--- src/hw/rtl/hpack_huffman_encoder_top_macros.svh ---
// Assertion macros for the HPACK Huffman encoder RTL.
// Used by the controller only; no other dependencies.
`ifndef HPACK_HUFFMAN_ENCODER_TOP_MACROS_SVH
`define HPACK_HUFFMAN_ENCODER_TOP_MACROS_SVH

// Implication checked on every rising clock edge outside reset.
`define HPE_ASSERT_IMP(label, clk, rst_n, ante, cons) \
	label: assert property (@(posedge clk) disable iff (!rst_n) (ante) |-> (cons)) \
		else $error("hpe assertion failed");

// Next-cycle implication outside reset.
`define HPE_ASSERT_NEXT(label, clk, rst_n, ante, cons) \
	label: assert property (@(posedge clk) disable iff (!rst_n) (ante) |=> (cons)) \
		else $error("hpe assertion failed");

`endif

--- src/hw/rtl/hpe_pkg.sv ---
// Shared types, constants and the RFC 7541 code table for the HPACK encoder.
// No dependencies.
package hpe_pkg;

	localparam int CODE_W = 30;
	localparam int LEN_W  = 5;
	localparam int ACC_W  = 37;
	localparam int TOT_W  = 6;

	typedef struct packed {
		logic [CODE_W-1:0] code;
		logic [LEN_W-1:0]  len;
	} hcode_t;

	// Controller to datapath.
	typedef struct packed {
		logic load;
		logic emit;
		logic pad;
	} hpe_cmd_t;

	// Datapath to controller.
	typedef struct packed {
		logic has_byte;
		logic one_left;
		logic has_part;
		logic last_q;
	} hpe_sts_t;

	function automatic hcode_t hpe_lookup(input logic [7:0] sym);
		hcode_t r;
		logic [31:0] c;
		logic [4:0] l;
		begin
			c = 32'h0;
			l = 5'd0;
			case (sym)
				8'd0: begin c = 32'h1ff8; l = 5'd13; end
				8'd1: begin c = 32'h7fffd8; l = 5'd23; end
				8'd2: begin c = 32'hfffffe2; l = 5'd28; end
				8'd3: begin c = 32'hfffffe3; l = 5'd28; end
				8'd4: begin c = 32'hfffffe4; l = 5'd28; end
				8'd5: begin c = 32'hfffffe5; l = 5'd28; end
				8'd6: begin c = 32'hfffffe6; l = 5'd28; end
				8'd7: begin c = 32'hfffffe7; l = 5'd28; end
				8'd8: begin c = 32'hfffffe8; l = 5'd28; end
				8'd9: begin c = 32'hffffea; l = 5'd24; end
				8'd10: begin c = 32'h3ffffffc; l = 5'd30; end
				8'd11: begin c = 32'hfffffe9; l = 5'd28; end
				8'd12: begin c = 32'hfffffea; l = 5'd28; end
				8'd13: begin c = 32'h3ffffffd; l = 5'd30; end
				8'd14: begin c = 32'hfffffeb; l = 5'd28; end
				8'd15: begin c = 32'hfffffec; l = 5'd28; end
				8'd16: begin c = 32'hfffffed; l = 5'd28; end
				8'd17: begin c = 32'hfffffee; l = 5'd28; end
				8'd18: begin c = 32'hfffffef; l = 5'd28; end
				8'd19: begin c = 32'hffffff0; l = 5'd28; end
				8'd20: begin c = 32'hffffff1; l = 5'd28; end
				8'd21: begin c = 32'hffffff2; l = 5'd28; end
				8'd22: begin c = 32'h3ffffffe; l = 5'd30; end
				8'd23: begin c = 32'hffffff3; l = 5'd28; end
				8'd24: begin c = 32'hffffff4; l = 5'd28; end
				8'd25: begin c = 32'hffffff5; l = 5'd28; end
				8'd26: begin c = 32'hffffff6; l = 5'd28; end
				8'd27: begin c = 32'hffffff7; l = 5'd28; end
				8'd28: begin c = 32'hffffff8; l = 5'd28; end
				8'd29: begin c = 32'hffffff9; l = 5'd28; end
				8'd30: begin c = 32'hffffffa; l = 5'd28; end
				8'd31: begin c = 32'hffffffb; l = 5'd28; end
				8'd32: begin c = 32'h14; l = 5'd6; end
				8'd33: begin c = 32'h3f8; l = 5'd10; end
				8'd34: begin c = 32'h3f9; l = 5'd10; end
				8'd35: begin c = 32'hffa; l = 5'd12; end
				8'd36: begin c = 32'h1ff9; l = 5'd13; end
				8'd37: begin c = 32'h15; l = 5'd6; end
				8'd38: begin c = 32'hf8; l = 5'd8; end
				8'd39: begin c = 32'h7fa; l = 5'd11; end
				8'd40: begin c = 32'h3fa; l = 5'd10; end
				8'd41: begin c = 32'h3fb; l = 5'd10; end
				8'd42: begin c = 32'hf9; l = 5'd8; end
				8'd43: begin c = 32'h7fb; l = 5'd11; end
				8'd44: begin c = 32'hfa; l = 5'd8; end
				8'd45: begin c = 32'h16; l = 5'd6; end
				8'd46: begin c = 32'h17; l = 5'd6; end
				8'd47: begin c = 32'h18; l = 5'd6; end
				8'd48: begin c = 32'h0; l = 5'd5; end
				8'd49: begin c = 32'h1; l = 5'd5; end
				8'd50: begin c = 32'h2; l = 5'd5; end
				8'd51: begin c = 32'h19; l = 5'd6; end
				8'd52: begin c = 32'h1a; l = 5'd6; end
				8'd53: begin c = 32'h1b; l = 5'd6; end
				8'd54: begin c = 32'h1c; l = 5'd6; end
				8'd55: begin c = 32'h1d; l = 5'd6; end
				8'd56: begin c = 32'h1e; l = 5'd6; end
				8'd57: begin c = 32'h1f; l = 5'd6; end
				8'd58: begin c = 32'h5c; l = 5'd7; end
				8'd59: begin c = 32'hfb; l = 5'd8; end
				8'd60: begin c = 32'h7ffc; l = 5'd15; end
				8'd61: begin c = 32'h20; l = 5'd6; end
				8'd62: begin c = 32'hffb; l = 5'd12; end
				8'd63: begin c = 32'h3fc; l = 5'd10; end
				8'd64: begin c = 32'h1ffa; l = 5'd13; end
				8'd65: begin c = 32'h21; l = 5'd6; end
				8'd66: begin c = 32'h5d; l = 5'd7; end
				8'd67: begin c = 32'h5e; l = 5'd7; end
				8'd68: begin c = 32'h5f; l = 5'd7; end
				8'd69: begin c = 32'h60; l = 5'd7; end
				8'd70: begin c = 32'h61; l = 5'd7; end
				8'd71: begin c = 32'h62; l = 5'd7; end
				8'd72: begin c = 32'h63; l = 5'd7; end
				8'd73: begin c = 32'h64; l = 5'd7; end
				8'd74: begin c = 32'h65; l = 5'd7; end
				8'd75: begin c = 32'h66; l = 5'd7; end
				8'd76: begin c = 32'h67; l = 5'd7; end
				8'd77: begin c = 32'h68; l = 5'd7; end
				8'd78: begin c = 32'h69; l = 5'd7; end
				8'd79: begin c = 32'h6a; l = 5'd7; end
				8'd80: begin c = 32'h6b; l = 5'd7; end
				8'd81: begin c = 32'h6c; l = 5'd7; end
				8'd82: begin c = 32'h6d; l = 5'd7; end
				8'd83: begin c = 32'h6e; l = 5'd7; end
				8'd84: begin c = 32'h6f; l = 5'd7; end
				8'd85: begin c = 32'h70; l = 5'd7; end
				8'd86: begin c = 32'h71; l = 5'd7; end
				8'd87: begin c = 32'h72; l = 5'd7; end
				8'd88: begin c = 32'hfc; l = 5'd8; end
				8'd89: begin c = 32'h73; l = 5'd7; end
				8'd90: begin c = 32'hfd; l = 5'd8; end
				8'd91: begin c = 32'h1ffb; l = 5'd13; end
				8'd92: begin c = 32'h7fff0; l = 5'd19; end
				8'd93: begin c = 32'h1ffc; l = 5'd13; end
				8'd94: begin c = 32'h3ffc; l = 5'd14; end
				8'd95: begin c = 32'h22; l = 5'd6; end
				8'd96: begin c = 32'h7ffd; l = 5'd15; end
				8'd97: begin c = 32'h3; l = 5'd5; end
				8'd98: begin c = 32'h23; l = 5'd6; end
				8'd99: begin c = 32'h4; l = 5'd5; end
				8'd100: begin c = 32'h24; l = 5'd6; end
				8'd101: begin c = 32'h5; l = 5'd5; end
				8'd102: begin c = 32'h25; l = 5'd6; end
				8'd103: begin c = 32'h26; l = 5'd6; end
				8'd104: begin c = 32'h27; l = 5'd6; end
				8'd105: begin c = 32'h6; l = 5'd5; end
				8'd106: begin c = 32'h74; l = 5'd7; end
				8'd107: begin c = 32'h75; l = 5'd7; end
				8'd108: begin c = 32'h28; l = 5'd6; end
				8'd109: begin c = 32'h29; l = 5'd6; end
				8'd110: begin c = 32'h2a; l = 5'd6; end
				8'd111: begin c = 32'h7; l = 5'd5; end
				8'd112: begin c = 32'h2b; l = 5'd6; end
				8'd113: begin c = 32'h76; l = 5'd7; end
				8'd114: begin c = 32'h2c; l = 5'd6; end
				8'd115: begin c = 32'h8; l = 5'd5; end
				8'd116: begin c = 32'h9; l = 5'd5; end
				8'd117: begin c = 32'h2d; l = 5'd6; end
				8'd118: begin c = 32'h77; l = 5'd7; end
				8'd119: begin c = 32'h78; l = 5'd7; end
				8'd120: begin c = 32'h79; l = 5'd7; end
				8'd121: begin c = 32'h7a; l = 5'd7; end
				8'd122: begin c = 32'h7b; l = 5'd7; end
				8'd123: begin c = 32'h7ffe; l = 5'd15; end
				8'd124: begin c = 32'h7fc; l = 5'd11; end
				8'd125: begin c = 32'h3ffd; l = 5'd14; end
				8'd126: begin c = 32'h1ffd; l = 5'd13; end
				8'd127: begin c = 32'hffffffc; l = 5'd28; end
				8'd128: begin c = 32'hfffe6; l = 5'd20; end
				8'd129: begin c = 32'h3fffd2; l = 5'd22; end
				8'd130: begin c = 32'hfffe7; l = 5'd20; end
				8'd131: begin c = 32'hfffe8; l = 5'd20; end
				8'd132: begin c = 32'h3fffd3; l = 5'd22; end
				8'd133: begin c = 32'h3fffd4; l = 5'd22; end
				8'd134: begin c = 32'h3fffd5; l = 5'd22; end
				8'd135: begin c = 32'h7fffd9; l = 5'd23; end
				8'd136: begin c = 32'h3fffd6; l = 5'd22; end
				8'd137: begin c = 32'h7fffda; l = 5'd23; end
				8'd138: begin c = 32'h7fffdb; l = 5'd23; end
				8'd139: begin c = 32'h7fffdc; l = 5'd23; end
				8'd140: begin c = 32'h7fffdd; l = 5'd23; end
				8'd141: begin c = 32'h7fffde; l = 5'd23; end
				8'd142: begin c = 32'hffffeb; l = 5'd24; end
				8'd143: begin c = 32'h7fffdf; l = 5'd23; end
				8'd144: begin c = 32'hffffec; l = 5'd24; end
				8'd145: begin c = 32'hffffed; l = 5'd24; end
				8'd146: begin c = 32'h3fffd7; l = 5'd22; end
				8'd147: begin c = 32'h7fffe0; l = 5'd23; end
				8'd148: begin c = 32'hffffee; l = 5'd24; end
				8'd149: begin c = 32'h7fffe1; l = 5'd23; end
				8'd150: begin c = 32'h7fffe2; l = 5'd23; end
				8'd151: begin c = 32'h7fffe3; l = 5'd23; end
				8'd152: begin c = 32'h7fffe4; l = 5'd23; end
				8'd153: begin c = 32'h1fffdc; l = 5'd21; end
				8'd154: begin c = 32'h3fffd8; l = 5'd22; end
				8'd155: begin c = 32'h7fffe5; l = 5'd23; end
				8'd156: begin c = 32'h3fffd9; l = 5'd22; end
				8'd157: begin c = 32'h7fffe6; l = 5'd23; end
				8'd158: begin c = 32'h7fffe7; l = 5'd23; end
				8'd159: begin c = 32'hffffef; l = 5'd24; end
				8'd160: begin c = 32'h3fffda; l = 5'd22; end
				8'd161: begin c = 32'h1fffdd; l = 5'd21; end
				8'd162: begin c = 32'hfffe9; l = 5'd20; end
				8'd163: begin c = 32'h3fffdb; l = 5'd22; end
				8'd164: begin c = 32'h3fffdc; l = 5'd22; end
				8'd165: begin c = 32'h7fffe8; l = 5'd23; end
				8'd166: begin c = 32'h7fffe9; l = 5'd23; end
				8'd167: begin c = 32'h1fffde; l = 5'd21; end
				8'd168: begin c = 32'h7fffea; l = 5'd23; end
				8'd169: begin c = 32'h3fffdd; l = 5'd22; end
				8'd170: begin c = 32'h3fffde; l = 5'd22; end
				8'd171: begin c = 32'hfffff0; l = 5'd24; end
				8'd172: begin c = 32'h1fffdf; l = 5'd21; end
				8'd173: begin c = 32'h3fffdf; l = 5'd22; end
				8'd174: begin c = 32'h7fffeb; l = 5'd23; end
				8'd175: begin c = 32'h7fffec; l = 5'd23; end
				8'd176: begin c = 32'h1fffe0; l = 5'd21; end
				8'd177: begin c = 32'h1fffe1; l = 5'd21; end
				8'd178: begin c = 32'h3fffe0; l = 5'd22; end
				8'd179: begin c = 32'h1fffe2; l = 5'd21; end
				8'd180: begin c = 32'h7fffed; l = 5'd23; end
				8'd181: begin c = 32'h3fffe1; l = 5'd22; end
				8'd182: begin c = 32'h7fffee; l = 5'd23; end
				8'd183: begin c = 32'h7fffef; l = 5'd23; end
				8'd184: begin c = 32'hfffea; l = 5'd20; end
				8'd185: begin c = 32'h3fffe2; l = 5'd22; end
				8'd186: begin c = 32'h3fffe3; l = 5'd22; end
				8'd187: begin c = 32'h3fffe4; l = 5'd22; end
				8'd188: begin c = 32'h7ffff0; l = 5'd23; end
				8'd189: begin c = 32'h3fffe5; l = 5'd22; end
				8'd190: begin c = 32'h3fffe6; l = 5'd22; end
				8'd191: begin c = 32'h7ffff1; l = 5'd23; end
				8'd192: begin c = 32'h3ffffe0; l = 5'd26; end
				8'd193: begin c = 32'h3ffffe1; l = 5'd26; end
				8'd194: begin c = 32'hfffeb; l = 5'd20; end
				8'd195: begin c = 32'h7fff1; l = 5'd19; end
				8'd196: begin c = 32'h3fffe7; l = 5'd22; end
				8'd197: begin c = 32'h7ffff2; l = 5'd23; end
				8'd198: begin c = 32'h3fffe8; l = 5'd22; end
				8'd199: begin c = 32'h1ffffec; l = 5'd25; end
				8'd200: begin c = 32'h3ffffe2; l = 5'd26; end
				8'd201: begin c = 32'h3ffffe3; l = 5'd26; end
				8'd202: begin c = 32'h3ffffe4; l = 5'd26; end
				8'd203: begin c = 32'h7ffffde; l = 5'd27; end
				8'd204: begin c = 32'h7ffffdf; l = 5'd27; end
				8'd205: begin c = 32'h3ffffe5; l = 5'd26; end
				8'd206: begin c = 32'hfffff1; l = 5'd24; end
				8'd207: begin c = 32'h1ffffed; l = 5'd25; end
				8'd208: begin c = 32'h7fff2; l = 5'd19; end
				8'd209: begin c = 32'h1fffe3; l = 5'd21; end
				8'd210: begin c = 32'h3ffffe6; l = 5'd26; end
				8'd211: begin c = 32'h7ffffe0; l = 5'd27; end
				8'd212: begin c = 32'h7ffffe1; l = 5'd27; end
				8'd213: begin c = 32'h3ffffe7; l = 5'd26; end
				8'd214: begin c = 32'h7ffffe2; l = 5'd27; end
				8'd215: begin c = 32'hfffff2; l = 5'd24; end
				8'd216: begin c = 32'h1fffe4; l = 5'd21; end
				8'd217: begin c = 32'h1fffe5; l = 5'd21; end
				8'd218: begin c = 32'h3ffffe8; l = 5'd26; end
				8'd219: begin c = 32'h3ffffe9; l = 5'd26; end
				8'd220: begin c = 32'hffffffd; l = 5'd28; end
				8'd221: begin c = 32'h7ffffe3; l = 5'd27; end
				8'd222: begin c = 32'h7ffffe4; l = 5'd27; end
				8'd223: begin c = 32'h7ffffe5; l = 5'd27; end
				8'd224: begin c = 32'hfffec; l = 5'd20; end
				8'd225: begin c = 32'hfffff3; l = 5'd24; end
				8'd226: begin c = 32'hfffed; l = 5'd20; end
				8'd227: begin c = 32'h1fffe6; l = 5'd21; end
				8'd228: begin c = 32'h3fffe9; l = 5'd22; end
				8'd229: begin c = 32'h1fffe7; l = 5'd21; end
				8'd230: begin c = 32'h1fffe8; l = 5'd21; end
				8'd231: begin c = 32'h7ffff3; l = 5'd23; end
				8'd232: begin c = 32'h3fffea; l = 5'd22; end
				8'd233: begin c = 32'h3fffeb; l = 5'd22; end
				8'd234: begin c = 32'h1ffffee; l = 5'd25; end
				8'd235: begin c = 32'h1ffffef; l = 5'd25; end
				8'd236: begin c = 32'hfffff4; l = 5'd24; end
				8'd237: begin c = 32'hfffff5; l = 5'd24; end
				8'd238: begin c = 32'h3ffffea; l = 5'd26; end
				8'd239: begin c = 32'h7ffff4; l = 5'd23; end
				8'd240: begin c = 32'h3ffffeb; l = 5'd26; end
				8'd241: begin c = 32'h7ffffe6; l = 5'd27; end
				8'd242: begin c = 32'h3ffffec; l = 5'd26; end
				8'd243: begin c = 32'h3ffffed; l = 5'd26; end
				8'd244: begin c = 32'h7ffffe7; l = 5'd27; end
				8'd245: begin c = 32'h7ffffe8; l = 5'd27; end
				8'd246: begin c = 32'h7ffffe9; l = 5'd27; end
				8'd247: begin c = 32'h7ffffea; l = 5'd27; end
				8'd248: begin c = 32'h7ffffeb; l = 5'd27; end
				8'd249: begin c = 32'hffffffe; l = 5'd28; end
				8'd250: begin c = 32'h7ffffec; l = 5'd27; end
				8'd251: begin c = 32'h7ffffed; l = 5'd27; end
				8'd252: begin c = 32'h7ffffee; l = 5'd27; end
				8'd253: begin c = 32'h7ffffef; l = 5'd27; end
				8'd254: begin c = 32'h7fffff0; l = 5'd27; end
				8'd255: begin c = 32'h3ffffee; l = 5'd26; end
				default: begin c = 32'h0; l = 5'd0; end
			endcase
			r.code = c[CODE_W-1:0];
			r.len  = l;
			return r;
		end
	endfunction

endpackage

--- src/hw/rtl/hpe_ctrl.sv ---
// Controller of the HPACK encoder: sequences load, byte emission and padding.
// Depends on hpe_pkg and the assertion macro header.
module hpe_ctrl (
	input  logic              clk,
	input  logic              arst_n,
	input  logic              in_valid,
	output logic              in_stall,
	output logic              out_valid,
	input  logic              out_stall,
	output logic              out_last,
	output logic              out_take,
	input  hpe_pkg::hpe_sts_t sts,
	output hpe_pkg::hpe_cmd_t cmd
);
	import hpe_pkg::*;
	`include "hpack_huffman_encoder_top_macros.svh"

	localparam logic [0:0] ST_IDLE = 1'b0;
	localparam logic [0:0] ST_RUN  = 1'b1;

	logic [0:0] state_q;
	logic       ovalid_q;
	logic       olast_q;
	logic       slot_free;
	logic       want_pad;
	logic       is_final;

	assign slot_free = !ovalid_q || !out_stall;
	assign want_pad  = sts.last_q && !sts.has_byte && sts.has_part;
	// A full byte is final when it is the only one left and the string ends here.
	assign is_final  = sts.last_q && (sts.has_byte ? sts.one_left : 1'b1);

	assign in_stall  = (state_q != ST_IDLE);
	assign out_valid = ovalid_q;
	assign out_last  = olast_q;

	always_comb begin
		cmd = '0;
		out_take = 1'b0;
		unique case (state_q)
			ST_IDLE: cmd.load = in_valid;
			ST_RUN: begin
				if (slot_free) begin
					cmd.emit = sts.has_byte;
					cmd.pad  = want_pad;
					out_take = sts.has_byte || want_pad;
				end
			end
			default: cmd = '0;
		endcase
	end

	always_ff @(posedge clk or negedge arst_n) begin
		if (!arst_n) begin
			state_q  <= ST_IDLE;
			ovalid_q <= 1'b0;
			olast_q  <= 1'b0;
		end else begin
			if (out_take) begin
				ovalid_q <= 1'b1;
				olast_q  <= is_final;
			end else if (!out_stall) begin
				ovalid_q <= 1'b0;
			end
			unique case (state_q)
				ST_IDLE: if (in_valid) state_q <= ST_RUN;
				ST_RUN:  if (slot_free && !out_take) state_q <= ST_IDLE;
				default: state_q <= ST_IDLE;
			endcase
		end
	end

	`HPE_ASSERT_IMP(a_no_load_busy, clk, arst_n, state_q == ST_RUN, !cmd.load)
	`HPE_ASSERT_IMP(a_one_cmd, clk, arst_n, 1'b1, $onehot0({cmd.load, cmd.emit, cmd.pad}))
	`HPE_ASSERT_IMP(a_take_slot, clk, arst_n, out_take, slot_free)

endmodule

--- config.mk ---
export PLATFORM = sky130hd
export DESIGN_NAME = hpe_ctrl
export DESIGN_NICKNAME = d
export VERILOG_FILES = /design/src/hw/rtl/hpe_pkg.sv /design/src/hw/rtl/hpe_ctrl.sv
export VERILOG_INCLUDE_DIRS = /design/src /design/src/hw/rtl
export SDC_FILE = /design/constraint.sdc
export NUM_CORES = 1
export LEC_CHECK = 0
export BUFFER_PORTS_ARGS = -buffer_cell sky130_fd_sc_hd__buf_2
export CAP_MARGIN = 20
export CORE_AREA = 4 4 41 43
export CTS_CLUSTER_SIZE = 12
export DETAILED_ROUTE_END_ITERATION = 10
export DIE_AREA = 0 0 45 47
export PLACE_DENSITY = 0.41
export SETUP_SLACK_MARGIN = 0.1
export SLEW_MARGIN = 20
export SYNTH_ARGS = -nofsm -noshare
export SYNTH_HDL_FRONTEND = slang
export SYNTH_SLANG_ARGS = --single-unit
--- constraint.sdc ---
create_clock -name clk -period 1.3 [get_ports clk]
set_clock_uncertainty 0.15 [all_clocks]
set_input_delay 0.195 -clock clk [delete_from_list [all_inputs] [get_ports clk]]
set_output_delay 0.195 -clock clk [all_outputs]
set_load 0.005 [all_outputs]
* Word level (Yosys, flattened, before mapping)
Index checks and enable logic that the tools add are counted.
Word-level totals: register bits 3, input port bits 8, output and inout port bits 7, word-level logic and storage cells 26
Operators by class: eq/ne operators 1, mux-type cells 11, bitwise operators 1, reduce and logical (&&, ||, !) cells 10
Operators with widths (number):
- two-way mux 1 bit | 8
- logical AND 1 bit | 4
- logical NOT 1 bit | 4
- two-way mux 2 bit | 2
- logical OR 1 bit | 2
- inequality test 2 x 1 -> 1 bit, second input constant | 1
- one-hot mux 1 bit (2 select lines) | 1
- NOT 1 bit | 1

* Depth between registers and ports, before layout
depth in word-level cells 10, mapped depth 3, depth with buffers taken out 3

* Worst setup path after synthesis
No wires, ideal clock.
path type reg-to-reg, start reg ovalid_q (netlist: out_valid), end reg olast_q (netlist: out_last), setup time 0.073 ns, data arrival time 0.898 ns, required time 1.077 ns, setup slack 0.179 ns, cell stages (with the launch flop) 4, buffers on the path 0, period minus slack after synthesis 1.121 ns, cell sequence dfrtp_1 -> a21boi_4 -> nor2b_2 -> a2bb2oi_2
On the way: cells in the longest elaborated chain, start to end 4
RTL lines:
- start, declared | RTL line hpe_ctrl.sv:22 | logic ovalid_q;
- start signal, assigned | RTL line hpe_ctrl.sv:56 | ovalid_q <= 1'b0;
- start signal, assigned | RTL line hpe_ctrl.sv:60 | ovalid_q <= 1'b1;
- start signal, assigned | RTL line hpe_ctrl.sv:63 | ovalid_q <= 1'b0;
- logical NOT 1 bit | RTL line hpe_ctrl.sv:28 | assign slot_free = !ovalid_q || !out_stall;
- logical OR 1 bit | RTL line hpe_ctrl.sv:28
- two-way mux 1 bit | RTL line hpe_ctrl.sv:43 | if (slot_free) begin
- two-way mux 1 bit | RTL line hpe_ctrl.sv:40 | unique case (state_q)
- net out_take | RTL line hpe_ctrl.sv:11 | output logic out_take,
- end signal, assigned | RTL line hpe_ctrl.sv:61 | olast_q <= is_final;
- end, declared | RTL line hpe_ctrl.sv:23 | logic olast_q;
The timed path passes the listed nets, and every way through them passes these cells. A chain may end at the register's enable or synchronous reset.

* Worst setup path after layout
start reg ovalid_q (netlist: out_valid), end out out_take
On the way: cells in the longest elaborated chain, start to end 4
RTL lines (RTL line):
- logical NOT 1 bit | hpe_ctrl.sv:28
- logical OR 1 bit | hpe_ctrl.sv:28
- two-way mux 1 bit | hpe_ctrl.sv:43
- two-way mux 1 bit | hpe_ctrl.sv:40
- end, declared | hpe_ctrl.sv:11
No other way between the ends.

==> impl_metrics.yaml <==
final_layout:
  nNetsFinal: 49
  fillers: 158
  multiInputGateArea_um2: 106
  area_growth_pct: 99.3
  diodes: 0
  utilization_pct: 26.4
  final_cells: 55
  fin_area_um2: 344
  regArea_um2: 75.1
  layout-drive-gt1-share_pct: 70.0
global_routing:
  grt_pass1_wl_um: 897
  grt.total_usage_pct: 6.79
  grt_max_degree: 5
  grt_pass1_vias: 229
  grt_overflow: 0
  antenna_found_initial: 0
placed_design:
  portBuffers: 14
  placed_area_um2: 277
  gp_congestion: 0.596
  post-dp-hpwl_um: 394
  dp_cells: 48
routing:
  top_layer_used: "met3"
  num_vias: 207
  dr_wl_met3_um: 96
  dr.pass1.iters: 1
  wl_um: 521
  vias_per_cell: 3.76
  drt_iter0_markers: 0
  wl_per_cell_um: 9.47
  antenna_left: 0
  drc: 0
  wl_met1_um: 208
  wl_met2_um: 216
sta:
  setup_slack_ps: -152
  slew_viol_final: 0
  min_period_ps: 1450
  fin_crit_sh_pct: 112
  setup_tns_ps: -528
  rsz0062_at_grt: "yes"
  holdWs_ps: 73.0
  clock.fmax_mhz: 689
  finalSetupViolCount: 4
  tightest_slew_ps: 360
  slew_headroom_pct: 76.0
  final_hold_viol_count: 0
setup_path:
  path_class: "flip-flop to output pin"
  start_kind: "flip-flop"
  crit_arrival_ps: 1110
  worstPathRequired_ps: 950
  worst_setup_path_end_kind: "output pin"
  cp_max_fo: 4
floorplanning:
  die_w_um: 45
  initial_core_util_pct: 13.3
  dieArea_um2: 2120
  num_rows: 13
  core_um2: 1300
  io_pins: 15
  fp.dieH_um: 47
clocking:
  clk_path_buf_depth: 2
  cts_tree: "yes"
  root_buffer: "clkbuf_4"
  htree_num_levels: 1
  cts_sinks: 3
  clk_pin_slew_ps: 40
  cts_buffers: 3
  clk_latency_ps: 230
yosys:
  syn-cell-area_um2: 173
  ys_top_cells_by_area: "dfrtp_1, a21boi_4, a2bb2oi_2"
  synthCells: 17
  avgSynthCellArea_um2: 10.2
  synth_sequential_area_ratio_pct: 43.5
  yosysWarnings: 0
  async_flop_share_pct: 100
  ys_ff_latch: 3
  synth_top_area_share_pct: 43.5
  synth_edf_count: 0
  synth_flop_cell: "dfrtp_1"
  synth_fp_nets: 25
  synth_cell_type_count: 12
  synth_top_area_cell: "dfrtp_1"
  synthTopCellsByCount: "dfrtp_1, a21oi_1, nand2_1, nor2_1"
  yosysMostFrequentCell: "dfrtp_1"
run_status:
  violations: "setup timing"
  outcome: "finished, violations left"
hold_path:
  hold_path.class: "input pin to flip-flop"
job:
  maxCapViolations: 0
pwr:
  p_per_area_nw_per_um2: 1330
  p_leak_nw: 0.182
  irDropWorstVdd_mv: 0.510
==> report_power, final <==
part | internal (W) | switching [W]
clock network | 0.000115 | 0.0000492
registers | 0.000114 | 0.0000146
logic | 0.000105 | 0.0000604
total | 0.000334 | 0.000124
==> timing repair <==
action | 4_1_cts | 5_1_grt
resized for setup | 1 | 3
hold buffers | 1 | 0
hold endpoints to repair | 3 | 0
pin swaps | 1 | 2
buffers inserted | 2 | 0
endpoints found under the setup margin | 6 | 7
==> metal layers <==
layer | up-vias | GRT usage [%]
met1 | 86 | 6.14
met3 | 0 | 6.13
li1 | 106 | -
met5 | - | 0
met4 | 0 | 3.51
met2 | 15 | 10.5
==> critical path: stages (launching register included) <==
cell and delay, ps:
dfrtp_1 390, a21boi_4 180, nor2b_4 180, buf_2 120
==> stage by stage <==
step	power [W]	worst slack, ps
final	0.000458	-152
after detailed placement	0.000268	51.7
after global placement	0.000269	37.9
after global routing	0.000501	-247
after floorplan	0.000197	179
after CTS	0.000466	-166
==> cell usage in the layout (no fill, tap or decap), types with 2 or more instances in the layout <==
cell type  count
buf_2         14
clkbuf_4       3
dfrtp_1        3
buf_4          3
a21oi_1        2
nand2_1        2
==> cells by family after synthesis <==
| kind of cell | synth area share, % |
|---|---|
| buffers and inverters | 2.17 |
| AOI/OAI and AO/OA | 28.3 |
| DFF | 43.5 |
| and+or+nand+nor | 26.1 |
==> flip-flops by register name, indices dropped and copies added, names as in the netlist <==
name,flops
in_stall,1
out_last,1
out_valid,1
==> cell type report <==
cell class	instances	area share (%)
Multi-Input combinational cell	13	30.9
Timing Repair Buffer	19	33.1
Clock buffer	4	7.64
Inverter	1	1.09
Tap cell	15	5.45
Sequential cell	3	21.8
==> final timing paths <==
| kind | startpoint | end | slack [ps] | depth (start not counted) |
|---|---|---|---|---|
| max in group asynchronous | arst_n | out_last | 750 | 2 |
| worst min-delay path | out_stall | out_valid | 70 | 3 |
| worst max-delay path | out_valid | out_take | -150 | 3 |
| worst max register to register | out_valid | out_last | 110 | 4 |
| min in group asynchronous | arst_n | in_stall | 140 | 2 |
| worst min register to register | out_last | out_last | 380 | 1 |
No activity file was read; power rests on OpenSTA's default activity.
